===== src/rtl/csbd_pkg.sv =====
`timescale 1ns / 1ps
// Shared types and character constants for the character stream byte decoder.
// No dependencies.
package csbd_pkg;

	localparam int unsigned CH_W      = 8;
	localparam int unsigned VALUE_W   = 8;
	localparam int unsigned RUN_LEN_W = 5;
	localparam int unsigned HIGH_W    = 3;

	localparam logic [CH_W-1:0] CH_SPACE     = 8'h20;
	localparam logic [CH_W-1:0] CH_TAB       = 8'h09;
	localparam logic [CH_W-1:0] CH_CR        = 8'h0D;
	localparam logic [CH_W-1:0] CH_LF        = 8'h0A;
	localparam logic [CH_W-1:0] CH_ZERO      = 8'h30;
	localparam logic [CH_W-1:0] CH_BASE      = 8'h41;
	localparam logic [CH_W-1:0] CH_LOW_BASE  = 8'h47;
	localparam logic [CH_W-1:0] CH_UPPER_MAX = 8'h5A;
	localparam logic [CH_W-1:0] CH_OPEN_MAX  = 8'h6E;
	localparam logic [CH_W-1:0] CH_PAIR_MAX  = 8'h66;
	localparam logic [CH_W-1:0] CH_RUN_BASE  = 8'h40;

	// One queued command: run_len + 1 bytes of value, last on the final one
	typedef struct packed {
		logic [VALUE_W-1:0]   value;
		logic                 err;
		logic [RUN_LEN_W-1:0] run_len;
	} cmd_t;

endpackage


===== src/rtl/csbd_front.sv =====
`timescale 1ns / 1ps
// Front end: accepts characters, tracks pair and run prefixes, issues commands.
// Depends on csbd_pkg.
module csbd_front
	import csbd_pkg::*;
(
	input  logic            clk,
	input  logic            arst_n,
	input  logic            take,
	input  logic [CH_W-1:0] ch,
	output logic            push,
	output cmd_t            push_cmd
);

	typedef enum logic [1:0] {
		MODE_IDLE = 2'd0,
		MODE_RUN  = 2'd1,
		MODE_PAIR = 2'd2
	} mode_t;

	mode_t             mode_q;
	mode_t             mode_d;
	logic [HIGH_W-1:0] high_q;
	logic [HIGH_W-1:0] high_d;
	logic              emit;
	logic [CH_W-1:0]   diff;
	logic              skip;

	assign skip = (ch == CH_SPACE) || (ch == CH_TAB) || (ch == CH_CR) || (ch == CH_LF);

	always_comb begin
		mode_d   = mode_q;
		high_d   = high_q;
		emit     = 1'b0;
		push_cmd = '0;
		diff     = '0;
		if (!skip) begin
			unique case (mode_q)
				MODE_RUN: begin
					mode_d = MODE_IDLE;
					emit   = 1'b1;
					diff   = ch - CH_RUN_BASE;
					if (ch > CH_UPPER_MAX || ch < CH_RUN_BASE) begin
						push_cmd.err = 1'b1;
					end else begin
						push_cmd.run_len = diff[RUN_LEN_W-1:0];
					end
				end
				MODE_PAIR: begin
					mode_d = MODE_IDLE;
					emit   = 1'b1;
					if (ch > CH_PAIR_MAX) begin
						push_cmd.err = 1'b1;
					end else begin
						diff = (ch > CH_UPPER_MAX) ? ch - CH_LOW_BASE : ch - CH_BASE;
						push_cmd.value = diff | {high_q, {(VALUE_W-HIGH_W){1'b0}}};
					end
				end
				default: begin
					mode_d = MODE_IDLE;
					priority if (ch == CH_ZERO) begin
						mode_d = MODE_RUN;
					end else if (ch > CH_OPEN_MAX) begin
						emit         = 1'b1;
						push_cmd.err = 1'b1;
					end else if (ch > CH_UPPER_MAX) begin
						diff   = ch + 8'd1;
						high_d = diff[HIGH_W-1:0];
						mode_d = MODE_PAIR;
					end else begin
						emit           = 1'b1;
						push_cmd.value = ch - CH_BASE;
					end
				end
			endcase
		end
	end

	assign push = take && emit;

	always_ff @(posedge clk or negedge arst_n) begin
		if (!arst_n) begin
			mode_q <= MODE_IDLE;
			high_q <= '0;
		end else if (take) begin
			mode_q <= mode_d;
			high_q <= high_d;
		end
	end

endmodule


===== src/rtl/csbd_queue.sv =====
`timescale 1ns / 1ps
// Small command queue between front and back ends.
// Depends on csbd_pkg.
module csbd_queue
	import csbd_pkg::*;
#(
	parameter int unsigned DEPTH = 4
) (
	input  logic clk,
	input  logic arst_n,
	input  logic push,
	input  cmd_t push_cmd,
	output logic full,
	input  logic pop,
	output logic empty,
	output cmd_t head
);

	localparam int unsigned PTR_W = (DEPTH > 1) ? $clog2(DEPTH) : 1;
	localparam int unsigned CNT_W = $clog2(DEPTH + 1);
	localparam logic [PTR_W-1:0] PTR_LAST = PTR_W'(DEPTH - 1);
	localparam logic [CNT_W-1:0] CNT_FULL = CNT_W'(DEPTH);

	cmd_t             mem_q [DEPTH];
	logic [PTR_W-1:0] wr_ptr_q;
	logic [PTR_W-1:0] rd_ptr_q;
	logic [CNT_W-1:0] count_q;

	assign full  = (count_q == CNT_FULL);
	assign empty = (count_q == '0);
	assign head  = mem_q[rd_ptr_q];

	always_ff @(posedge clk) begin
		if (push) begin
			mem_q[wr_ptr_q] <= push_cmd;
		end
	end

	always_ff @(posedge clk or negedge arst_n) begin
		if (!arst_n) begin
			wr_ptr_q <= '0;
			rd_ptr_q <= '0;
			count_q  <= '0;
		end else begin
			if (push) begin
				wr_ptr_q <= (wr_ptr_q == PTR_LAST) ? '0 : wr_ptr_q + 1'b1;
			end
			if (pop) begin
				rd_ptr_q <= (rd_ptr_q == PTR_LAST) ? '0 : rd_ptr_q + 1'b1;
			end
			if (push && !pop) begin
				count_q <= count_q + 1'b1;
			end else if (pop && !push) begin
				count_q <= count_q - 1'b1;
			end
		end
	end

endmodule


===== src/rtl/csbd_back.sv =====
`timescale 1ns / 1ps
// Back end: expands queued commands into output bytes through an output register.
// Depends on csbd_pkg.
module csbd_back
	import csbd_pkg::*;
(
	input  logic               clk,
	input  logic               arst_n,
	input  logic               empty,
	input  cmd_t               head,
	output logic               pop,
	output logic               m_tvalid,
	input  logic               m_tready,
	output logic [VALUE_W-1:0] m_tdata,
	output logic               m_tuser,
	output logic               m_tlast
);

	logic                 valid_q;
	logic [VALUE_W-1:0]   value_q;
	logic                 err_q;
	logic                 last_q;
	logic [RUN_LEN_W-1:0] idx_q;
	logic                 load;
	logic                 final_byte;

	assign load       = (!valid_q || m_tready) && !empty;
	assign final_byte = (idx_q == head.run_len);
	assign pop        = load && final_byte;

	always_ff @(posedge clk or negedge arst_n) begin
		if (!arst_n) begin
			valid_q <= 1'b0;
			idx_q   <= '0;
		end else begin
			if (load) begin
				valid_q <= 1'b1;
				idx_q   <= final_byte ? '0 : idx_q + 1'b1;
			end else if (m_tready) begin
				valid_q <= 1'b0;
			end
		end
	end

	always_ff @(posedge clk) begin
		if (load) begin
			value_q <= head.value;
			err_q   <= head.err;
			last_q  <= final_byte;
		end
	end

	assign m_tvalid = valid_q;
	assign m_tdata  = value_q;
	assign m_tuser  = err_q;
	assign m_tlast  = last_q;

endmodule


===== src/rtl/char_stream_byte_decoder.sv =====
`timescale 1ns / 1ps
// Character stream byte decoder top level: front end, command queue, back end.
// Depends on csbd_pkg, csbd_front, csbd_queue, csbd_back.
//
// Usage:
//   Slave channel s_*: one character per transfer in s_tdata.
//   Master channel m_*: one decoded byte per transfer; m_tuser flags a
//   decode error (byte then zero), m_tlast marks the final byte a character
//   produces. Whitespace and prefix characters produce no transfer.
//   A producing character enters the queue at its transfer edge and its
//   first byte then goes through the output register onto m_*.
//   Throughput: one character per cycle on the input and one byte per
//   cycle on the output while m_tready is high; a zero run of N bytes holds
//   the back end until all N bytes are out, and the input stalls once the
//   queue of QUEUE_DEPTH commands fills behind it.
//   Reset clears the prefix state, the queue and the output register's valid flag.
//   When m_tready is low the output register holds, the queue fills and
//   s_tready drops only when the queue is full.
module char_stream_byte_decoder
	import csbd_pkg::*;
#(
	parameter int unsigned QUEUE_DEPTH = 4
) (
	input  logic       clk,
	input  logic       arst_n,
	input  logic       s_tvalid,
	output logic       s_tready,
	input  logic [7:0] s_tdata,   // [7:0] ch
	output logic       m_tvalid,
	input  logic       m_tready,
	output logic [7:0] m_tdata,   // [7:0] value
	output logic       m_tuser,   // [0] decode_error
	output logic       m_tlast
);

	logic take;
	logic push;
	cmd_t push_cmd;
	logic full;
	logic pop;
	logic empty;
	cmd_t head;

	assign s_tready = !full;
	assign take     = s_tvalid && !full;

	csbd_front u_front (
		.clk      (clk),
		.arst_n   (arst_n),
		.take     (take),
		.ch       (s_tdata),
		.push     (push),
		.push_cmd (push_cmd)
	);

	csbd_queue #(
		.DEPTH (QUEUE_DEPTH)
	) u_queue (
		.clk      (clk),
		.arst_n   (arst_n),
		.push     (push),
		.push_cmd (push_cmd),
		.full     (full),
		.pop      (pop),
		.empty    (empty),
		.head     (head)
	);

	csbd_back u_back (
		.clk      (clk),
		.arst_n   (arst_n),
		.empty    (empty),
		.head     (head),
		.pop      (pop),
		.m_tvalid (m_tvalid),
		.m_tready (m_tready),
		.m_tdata  (m_tdata),
		.m_tuser  (m_tuser),
		.m_tlast  (m_tlast)
	);

endmodule

===== config.mk =====
export PLATFORM = sky130hd
export DESIGN_NAME = char_stream_byte_decoder
export DESIGN_NICKNAME = d
export VERILOG_FILES = /design/src/rtl/csbd_pkg.sv /design/src/rtl/csbd_front.sv /design/src/rtl/csbd_queue.sv /design/src/rtl/csbd_back.sv /design/src/rtl/char_stream_byte_decoder.sv
export SDC_FILE = /design/constraint.sdc
export NUM_CORES = 1
export LEC_CHECK = 0
export BUFFER_PORTS_ARGS = -buffer_cell sky130_fd_sc_hd__buf_2
export CORE_MARGIN = 5
export CORE_UTILIZATION = 35
export DETAILED_ROUTE_END_ITERATION = 10
export PLACE_DENSITY = 0.48
export SYNTH_ARGS = -nofsm -noshare
export SYNTH_HDL_FRONTEND = slang
export SYNTH_SLANG_ARGS = --single-unit

===== constraint.sdc =====
create_clock -name clk -period 3.75 [get_ports clk]
set_input_delay 0.1875 -clock clk [delete_from_list [all_inputs] [get_ports clk]]
set_output_delay 0.1875 -clock clk [all_outputs]
set_load 0.01 [all_outputs]

Yosys cells after proc, flatten, opt, wreduce, memory -nomap -nowiden
Memories as Yosys holds them, arrays and structs flattened. Index checks and enable logic that the tools add are counted.

Bits in registers: 28. Memory bits (writable): 56. Input bits: 12. Output and inout bits: 12. Memories kept: 1.

Memory list: u_queue.mem_q (words 4, width 14, read ports 1, clocked after Yosys merged registers in 0, wr ports 1, line csbd_queue.sv:24) `cmd_t mem_q [DEPTH];`.

$add $sub $neg: 9. Magnitude comparators: 4. Equal/unequal tests: 11. Muxes and demuxes: 31. Bitwise logic cells: 5. Reduce and logical (&&, ||, !) cells: 22.

Operators with widths (count): $mux 8 (4); $eq 8x4->1 const B (3); $gt 8x7->1 const B (3); $eq 8x6->1 const B (2); $pmux 8 s2 (1); $sub 8x7->8 const B (2); $mux 5 (3); $mux 14 (1); $mux 1 (12); $mux 2 (6); $mux 9 (1); $lt 8x7->1 const B (1); $or 8x8->8 (1); $add 3x1->3 const B (2); $eq 2x2->1 const B (3); $logic_and 1x1->1 (6); $mux 3 (2); $reduce_and 6->1 (1); $add 5x1->5 const B (1); $eq 5x5->1 (1); $logic_not 1->1 (5); $logic_or 1x1->1 (5); $sub 5x1->5 const B (1); $add 2x1->2 const B (2); other kinds (9) (13).

Longest topological paths before layout
Gate-level depths: netlist (run 1).

Depth in word-level cells: 11. Depth in mapped cells: 14.

Modules after synthesis
From an unflattened synthesis (run 1), not the netlist that was laid out.

Cell total of the unflattened synthesis: 289. Area, all modules: 4176.5 um^2.

Modules (own cells, without submodules): csbd_queue (instances 1, cells each 110, area each 2468.6 um^2, seq. area each 1856.8 um^2); csbd_front (instances 1, cells each 127, area each 1024.7 um^2, seq. area each 125.1 um^2); csbd_back (instances 1, cells each 50, area each 673.1 um^2, seq. area each 450.4 um^2); char_stream_byte_decoder (instances 1, cells each 2, area each 10.0 um^2, seq. area each 0.0 um^2).

Least setup slack after synthesis (run 1)
OpenSTA, ideal clock, no wires.

Path kind: register -> register. From: reg u_queue.rd_ptr_q[0]. To: reg u_queue.count_q[1]. Library setup time: 125 ps. Data arrival time: 2564 ps. Path slack: 1061 ps. Stages on the path, launching flop included: 12. Path buffers: 1. Clock period less this slack: 2689 ps. Cell sequence: dfrtp_1 buf_6 mux4_1 xnor2_1 nand3_1 a21oi_4 and2_4 inv_1 ha_1 inv_1 fa_1 mux2_2.

Longest elaborated chain between the ends: 6. Elaborated cells between the ends (all ways): 8.

Ends and longest elaborated chain: start, declared (line csbd_queue.sv:26) `logic [PTR_W-1:0] rd_ptr_q;`; start signal, assigned (line csbd_queue.sv:49) `rd_ptr_q <= (rd_ptr_q == PTR_LAST) ? '0 : rd_ptr_q + 1'b1;`; $mem_v2 4x14 (*); $eq 5x5->1 (*) (line csbd_back.sv:28) `assign final_byte = (idx_q == head.run_len);`; named net u_back.final_byte (line csbd_back.sv:25) `logic final_byte;`; $logic_and 1x1->1 (*) (line csbd_back.sv:29) `assign pop = load && final_byte;`; $logic_not 1->1 (line csbd_queue.sv:51) `if (push && !pop) begin`; $logic_and 1x1->1 (line csbd_queue.sv:51); $mux 3 or $reduce_bool 2->1 (tied branches); end signal, assigned (line csbd_queue.sv:52) `count_q <= count_q + 1'b1;`; end signal, assigned (line csbd_queue.sv:54) `count_q <= count_q - 1'b1;`; end, declared (line csbd_queue.sv:27) `logic [CNT_W-1:0] count_q;`.

Mark *: on every way through the listed nets, which the timed path passes. The rest lies on a longest branch. A chain may end at the register's enable or synchronous reset.

Worst setup path in the final report (run 1)
From: reg u_queue.rd_ptr_q[1]. To: reg u_queue.count_q[1].

Same word-level chain as after synthesis.

==> flow_metrics.env, run 1 <==
export IMPL_dpl_cell_area_um2=4190
export IMPL_finish_utilization_pct=40.2
export IMPL_cts_sinks=84
export IMPL_tns_ps=0
export IMPL_multiInputGateArea_um2=1370
export IMPL_die_area_um2=13400
export IMPL_clockRootBuffer="clkbuf_8"
export IMPL_antenna_cells=0
export IMPL_post_synth_cell_area_avg_um2=14.5
export IMPL_clk_latency_ps=350
export IMPL_io_buffers=23
export IMPL_fill_cells=1033
export IMPL_ys_dominant_reg_cell="edfxtp_1"
export IMPL_status="finished, final reports clean"
export IMPL_clock_path_buffers=2
export IMPL_drt_first_iter_violations=89
export IMPL_peakVddDrop_uv=203
export IMPL_grt_ovfl_total=0
export IMPL_final_area_um2=4370
export IMPL_regArea_um2=2430
export IMPL_tightest_slew_ps=705
export IMPL_slew_headroom_pct=53.0
export IMPL_worstPathMaxFanout=14
export IMPL_antenna_found_initial=0
export IMPL_slew_viol_final=0
export IMPL_critPathKind="flop to flop"
export IMPL_cp_start_kind="flop"
export IMPL_synth_edf_count=66
export IMPL_grt_first_pass_wirelength_mm=12.0
export IMPL_grt_max_degree=19
export IMPL_layout_nets=327
export IMPL_synth_top_cell_area_share_pct=50.8
export IMPL_ys_types=47
export IMPL_cts_buffers=9
export IMPL_synth_most_common_cell="edfxtp_1"
export IMPL_post_route_period_util_pct=83.4
export IMPL_finalHoldViolations=0
export IMPL_cts_hold_buf=1
export IMPL_synth_area_top_cells="edfxtp_1, dfrtp_1, mux4_2"
export IMPL_hold_class="input port to flop"
export IMPL_synthesis_nets=295
export IMPL_setup_viol=0
export IMPL_synth_common_cells="edfxtp_1, dfrtp_1, nand2_1, nor2_1, ha_1"
export IMPL_synth_seq_cells=84
export IMPL_post_cts_resized=0
export IMPL_cts_tree="built"
export IMPL_htree_levels=3
export IMPL_track_usage_pct=12.0
export IMPL_grt_pass1_vias=2258
export IMPL_cts_setup_buffers=0
export IMPL_holdWs_ps=71.7
export IMPL_rows=38
export IMPL_dieHeight_um=116
export IMPL_fin_ws_ps=623
export IMPL_arrival_ps=3360
export IMPL_core_um2=10900
export IMPL_cts_reportedPaths_clkPinSlew_ps=80
export IMPL_drv_cap=0
export IMPL_fin_worst_skew_ps=11.3
export IMPL_ys_seq_area_share_pct=62.3
export IMPL_max_freq_ghz=0.320
export IMPL_drc_errors=0
export IMPL_num_vias=2200
export IMPL_synthArstFlopShare_pct=21.4
export IMPL_r2r_setup_slack_ps=620
export IMPL_ant_nets=0
export IMPL_syn2layout_area_growth_pct=12.1
export IMPL_die_w_um=116
export IMPL_num_io_pins=24
export IMPL_place_congestion=0.774
export IMPL_rsz0062_at_grt="false"
export IMPL_drive_gt1_share_pct=22.2
export IMPL_cp_end_kind="flop"
export IMPL_pre_cts_slack_ps=618
export IMPL_dp_hpwl_mm=5.02
export IMPL_firstDrtPassIters=4
export IMPL_synth_cells=269
export IMPL_finalCriticalPeriod_ps=3130
export IMPL_initial_core_util_pct=35.8
export IMPL_yosysWarnings=0
export IMPL_required_ps=3980
export IMPL_yosysTopAreaCell="edfxtp_1"
export IMPL_syn_area_um2=3900
export IMPL_vias_per_cell=4.93
export IMPL_p_leak_nw=1.60
export IMPL_wirelength_mm=7.36
export IMPL_wl_per_cell_um=16.5
export IMPL_pwr_density_cell_nw_per_um2=651
[through the flow]
stage               cells  power, mW
floorplan             269       2.04
detailed placement    429       2.31
CTS                   446       2.90
global route          446       3.04
global placement      429       2.29
finish                446       2.85
[cells in the final DEF (no fill, tap or decap), types with 6 or more instances in the layout]
| cell | instances |
|---|---|
| edfxtp_1 | 66 |
| mux4_2 | 11 |
| mux2_2 | 6 |
| nor2_1 | 15 |
| o21ai_0 | 10 |
| and2_1 | 11 |
| dfrtp_1 | 18 |
| xor2_1 | 9 |
| a21oi_1 | 8 |
| ha_1 | 13 |
| buf_2 | 23 |
| xnor2_1 | 9 |
| nand2_1 | 15 |
| inv_1 | 12 |
| clkbuf_8 | 9 |
| buf_4 | 7 |
[kinds of logic after synthesis]
group | synth area share, %
adder cells (fa/ha/maj) | 4.68
XOR/XNOR | 4.04
AND/OR/NAND/NOR | 9.27
AO/OA/AOI/OAI | 6.35
multiplexers | 10.8
flip-flops | 62.3
buffers and inverters | 2.50
[sequential cells by signal, indices dropped and copies added, names as in the netlist]
signal	count
u_queue.mem_q	56
u_back.m_tdata	8
u_back.idx_q	5
u_front.high_q	3
u_queue.count_q	3
u_front.mode_q	2
u_queue.rd_ptr_q	2
u_queue.wr_ptr_q	2
u_back.m_tlast	1
u_back.m_tuser	1
u_back.m_tvalid	1
[area by class of cell]
cell class	instances	share of cell area, %
clock buffer	9	2.83
clock inverter	7	1.12
inverter	12	1.03
multi-input combinational	163	31.4
sequential	84	55.6
tap	140	4.00
timing repair buffer	31	4.06
[per-layer routing]
metal / up-vias / GRT usage, % / wire length [µm] / part of all wire [%]
li1: 1064 / - / - / -
met1: 1100 / 16.4 / 3630 / 49
met2: 29 / 18.8 / 3420 / 47
met3: 7 / 2.92 / 213 / 2.9
met4: 0 / 4.46 / 93 / 1.3
met5: - / 0 / 0 / 0
[critical path, stage by stage (launching register included)]
cell and delay, ps:
dfrtp_1 800, buf_4 270, mux2i_1 220, xor2_1 160, nand3_1 140, a21oi_4 220, and2_4 200, inv_1 50
ha_1 190, inv_1 90, fa_1 400, mux2_2 270
[worst paths after layout]
kind / startpoint / end / cells past startpoint
min in group asynchronous: arst_n / u_front.mode_q[0] / 2
hold reg to reg: u_queue.count_q[2] / u_queue.count_q[2] / 1
max in group asynchronous: arst_n / u_queue.rd_ptr_q[1] / 2
setup / recovery: u_queue.rd_ptr_q[1] / u_queue.count_q[1] / 11
setup reg to reg: u_queue.rd_ptr_q[1] / u_queue.count_q[1] / 11
hold / removal: m_tready / u_back.m_tvalid / 4
[report_power, final]
| part | leakage, nW | total [mW] | internal, mW | switching [mW] |
|---|---|---|---|---|
| clock | 0.0797 | 0.574 | 0.242 | 0.333 |
| combinational | 0.681 | 0.860 | 0.416 | 0.444 |
| sequential | 0.843 | 1.42 | 1.28 | 0.139 |
Power figures use the tool's default switching activity.
==> inputs of run 2 (changes only) <==
--- a/config.mk
+++ b/config.mk
@@ -5,6 +5,7 @@
 export SDC_FILE = /design/constraint.sdc
 export NUM_CORES = 1
 export LEC_CHECK = 0
+export ABC_AREA = 1
 export BUFFER_PORTS_ARGS = -buffer_cell sky130_fd_sc_hd__buf_2
 export CORE_MARGIN = 5
 export CORE_UTILIZATION = 35
==> constraint.sdc (replaced) <==
create_clock -name clk -period 3.07 [get_ports clk]
set_input_delay 0.1535 -clock clk [delete_from_list [all_inputs] [get_ports clk]]
set_output_delay 0.1535 -clock clk [all_outputs]
set_load 0.01 [all_outputs]
==> flow_metrics.env, run 2 <==
export IMPL_cts_setup_buffers=0
export IMPL_finalHoldViolations=0
export IMPL_drc_errors=0
export IMPL_critPathLaunch="u_front.mode_q[0]"
export IMPL_power_frac_seq_pct=41.6
export IMPL_rows=40
export IMPL_arrival_ps=2700
export IMPL_status="finished, final reports clean"
export IMPL_critPathKind="flop to flop"
export IMPL_hold_class="input port to flop"
export IMPL_wirelength_mm=9.02
export IMPL_path_depth=14
export IMPL_slew_viol_final=0
export IMPL_p_leak_nw=2.12
export IMPL_tightest_slew_ps=681
export IMPL_max_freq_ghz=0.402
export IMPL_fin_ws_ps=583
export IMPL_firstDrtPassIters=4
export IMPL_worstSetupEndpoint="u_queue.count_q[2]"
export IMPL_p_clk_share_pct=23.1
export IMPL_antenna_cells=0
export IMPL_vias_per_cell=4.74
export IMPL_pre_cts_slack_ps=304
export IMPL_post_cts_resized=0
export IMPL_rsz0062_at_grt="false"
export IMPL_place_congestion=0.872
export IMPL_final_cell_mix="nand2_1, edfxtp_1, nor2_1"
export IMPL_synth_cells=441
export IMPL_dpl_cell_area_um2=4580
export IMPL_cp_num_buf_inv=5
export IMPL_r2r_setup_slack_ps=580
export IMPL_drt_first_iter_violations=146
export IMPL_synth_common_cells="nand2_1, edfxtp_1, nor2_1"
export IMPL_fin_worst_skew_ps=9.82
export IMPL_switching_share_pct=37.0
export IMPL_rr_endpoint="u_queue.count_q[2]"
export IMPL_cts_reportedPaths_clkPinSlew_ps=60
export IMPL_synth_top_cell_area_share_pct=46.6
export IMPL_ys_types=35
export IMPL_cp_common_cell="inv_1"
export IMPL_post_synth_cell_area_avg_um2=9.64
export IMPL_grt_pass1_vias=2800
export IMPL_ant_nets=0
export IMPL_synth_most_common_cell="nand2_1"
export IMPL_power_frac_comb_pct=35.3
export IMPL_post_route_period_util_pct=81.0
export IMPL_slowest_stage="fa_1"
export IMPL_pwr_density_cell_nw_per_um2=903
export IMPL_yosysWarnings=0
export IMPL_largest_reg_flops=56
export IMPL_crit_chain="inv_1, ha_1, inv_1, buf_4, nor2_4, nand2_4, nand2_4, inv_1, ha_1, inv_1, fa_1, a21oi_1, o21ai_0, xor2_1"
export IMPL_slew_headroom_pct=54.2
export IMPL_grt_first_pass_wirelength_mm=14.7
export IMPL_ys_seq_area_share_pct=57.2
export IMPL_crit_family="adder cells"
export IMPL_ys_dominant_reg_cell="edfxtp_1"
export IMPL_cts_sinks=84
export IMPL_ff2ff_path_depth=14
export IMPL_synth_seq_cells=84
export IMPL_synth_area_top_cells="edfxtp_1, dfrtp_1, nand2_1"
export IMPL_cts_tree="built"
export IMPL_drv_cap=0
export IMPL_setup_viol=0
export IMPL_synthesis_nets=467
export IMPL_dp_hpwl_mm=6.62
export IMPL_wl_per_cell_um=14.3
export IMPL_synth_edf_count=66
export IMPL_clockRootBuffer="clkbuf_16"
export IMPL_layout_nets=504
export IMPL_num_io_pins=24
export IMPL_syn2layout_area_growth_pct=14.7
export IMPL_cp_start_kind="flop"
export IMPL_core_um2=12000
export IMPL_antenna_found_initial=0
export IMPL_grt_max_degree=22
export IMPL_htree_levels=3
export IMPL_regArea_um2=2430
export IMPL_reg2reg_from="u_front.mode_q[0]"
export IMPL_finalCriticalPeriod_ps=2490
export IMPL_grt_ovfl_total=0
export IMPL_final_area_um2=4880
export IMPL_clk_latency_ps=340
export IMPL_multiInputGateArea_um2=1560
export IMPL_clock_path_buffers=2
export IMPL_initial_core_util_pct=35.6
export IMPL_dieHeight_um=120
export IMPL_internal_power_mw=2.77
export IMPL_io_buffers=23
export IMPL_die_w_um=120
export IMPL_track_usage_pct=13.2
export IMPL_worstPathMaxFanout=11
export IMPL_synthArstFlopShare_pct=21.4
export IMPL_max_stage_delay_ps=440
export IMPL_required_ps=3280
export IMPL_drive_gt1_share_pct=16.6
export IMPL_top_register="u_queue.mem_q"
export IMPL_num_vias=2987
export IMPL_yosysTopAreaCell="edfxtp_1"
export IMPL_peakVddDrop_uv=255
export IMPL_syn_area_um2=4250
export IMPL_cp_end_kind="flop"
export IMPL_fill_cells=1200
export IMPL_layout_commonest_cell="nand2_1"
export IMPL_switchingPower_mw=1.63
export IMPL_cts_buffers=9
export IMPL_tns_ps=0
export IMPL_die_area_um2=14500
export IMPL_total_power_mw=4.40
==> run 2: changes by cell type after synthesis, sizes merged, moves of 9 or more <==
cell	delta
and2	-12
mux4	-12
nand2	+98
o21ai	+19
nor2	+39
o22ai	+9
inv	+38
nand3	+29
==> run 2: worst min path at each step <==
stage,from,end,slack [ps],cells after the start
after global placement,arst_n,u_queue.rd_ptr_q[1],120,1
final,m_tready,u_back.m_tvalid,70,4
after detailed placement,arst_n,u_back.idx_q[3],120,1
after global routing,m_tready,u_back.m_tvalid,80,4
after CTS,m_tready,u_back.m_tvalid,60,4
after floorplan,arst_n,u_back.idx_q[0],-140,0
==> run 2: kinds of logic after synthesis <==
family	after synthesis	share of synthesized area [%]
compound gates	49	6.33
xor+xnor	11	2.27
fa+ha+maj	14	4.30
buf+inv	61	6.03
flops	84	57.2
simple gates	222	23.9
==> run 2: power by group through the flow <==
| stage | combinational (mW) | sequential (mW) | clock [mW] |
|---|---|---|---|
| floorplan | 1.06 | 1.87 | 0 |
| global placement | 1.55 | 1.85 | 0 |
| detailed placement | 1.58 | 1.86 | 0 |
| CTS | 1.58 | 1.84 | 1.05 |
| global route | 1.78 | 1.87 | 1.09 |
| finish | 1.55 | 1.83 | 1.02 |
==> run 2: metrics by stage <==
step / instances / utilization [%] / hold WS (ps)
after floorplan: 441 / - / -142
after global placement: 613 / 38.3 / 117
after detailed placement: 613 / 38.3 / 119
after CTS: 630 / 40.8 / 59.2
after global routing: 630 / 40.8 / 81.7
final: 630 / 40.8 / 69.1
==> run 2: what timing repair did <==
item / CTS / global route
setup endpoints to repair: 0 / 0
hold buffers: 1 / 0
endpoints found under the hold margin: 18 / 0
==> run 2: area by class of cell <==
type / count / share of cell area, %
Multi-Input combinational cell: 296 / 32.1
Clock buffer: 9 / 4.62
Sequential cell: 84 / 49.9
Tap cell: 147 / 3.77
Timing Repair Buffer: 37 / 4.57
Clock inverter: 7 / 1.21
Inverter: 50 / 3.90
==> run 2: layer usage <==
layer  up-vias  global-route usage [%]  wire length, µm
li1       1550                       -                -
met1      1376                    17.3             4280
met2        46                    21.4             4320
met3        15                    2.81              236
met4         0                    5.10              180
met5         -                       0                0
==> run 2: worst min-delay path: cells and delay by family <==
kind | cells | cell delay (ps)
buf+inv | 2 | 100
simple gates | 2 | 110
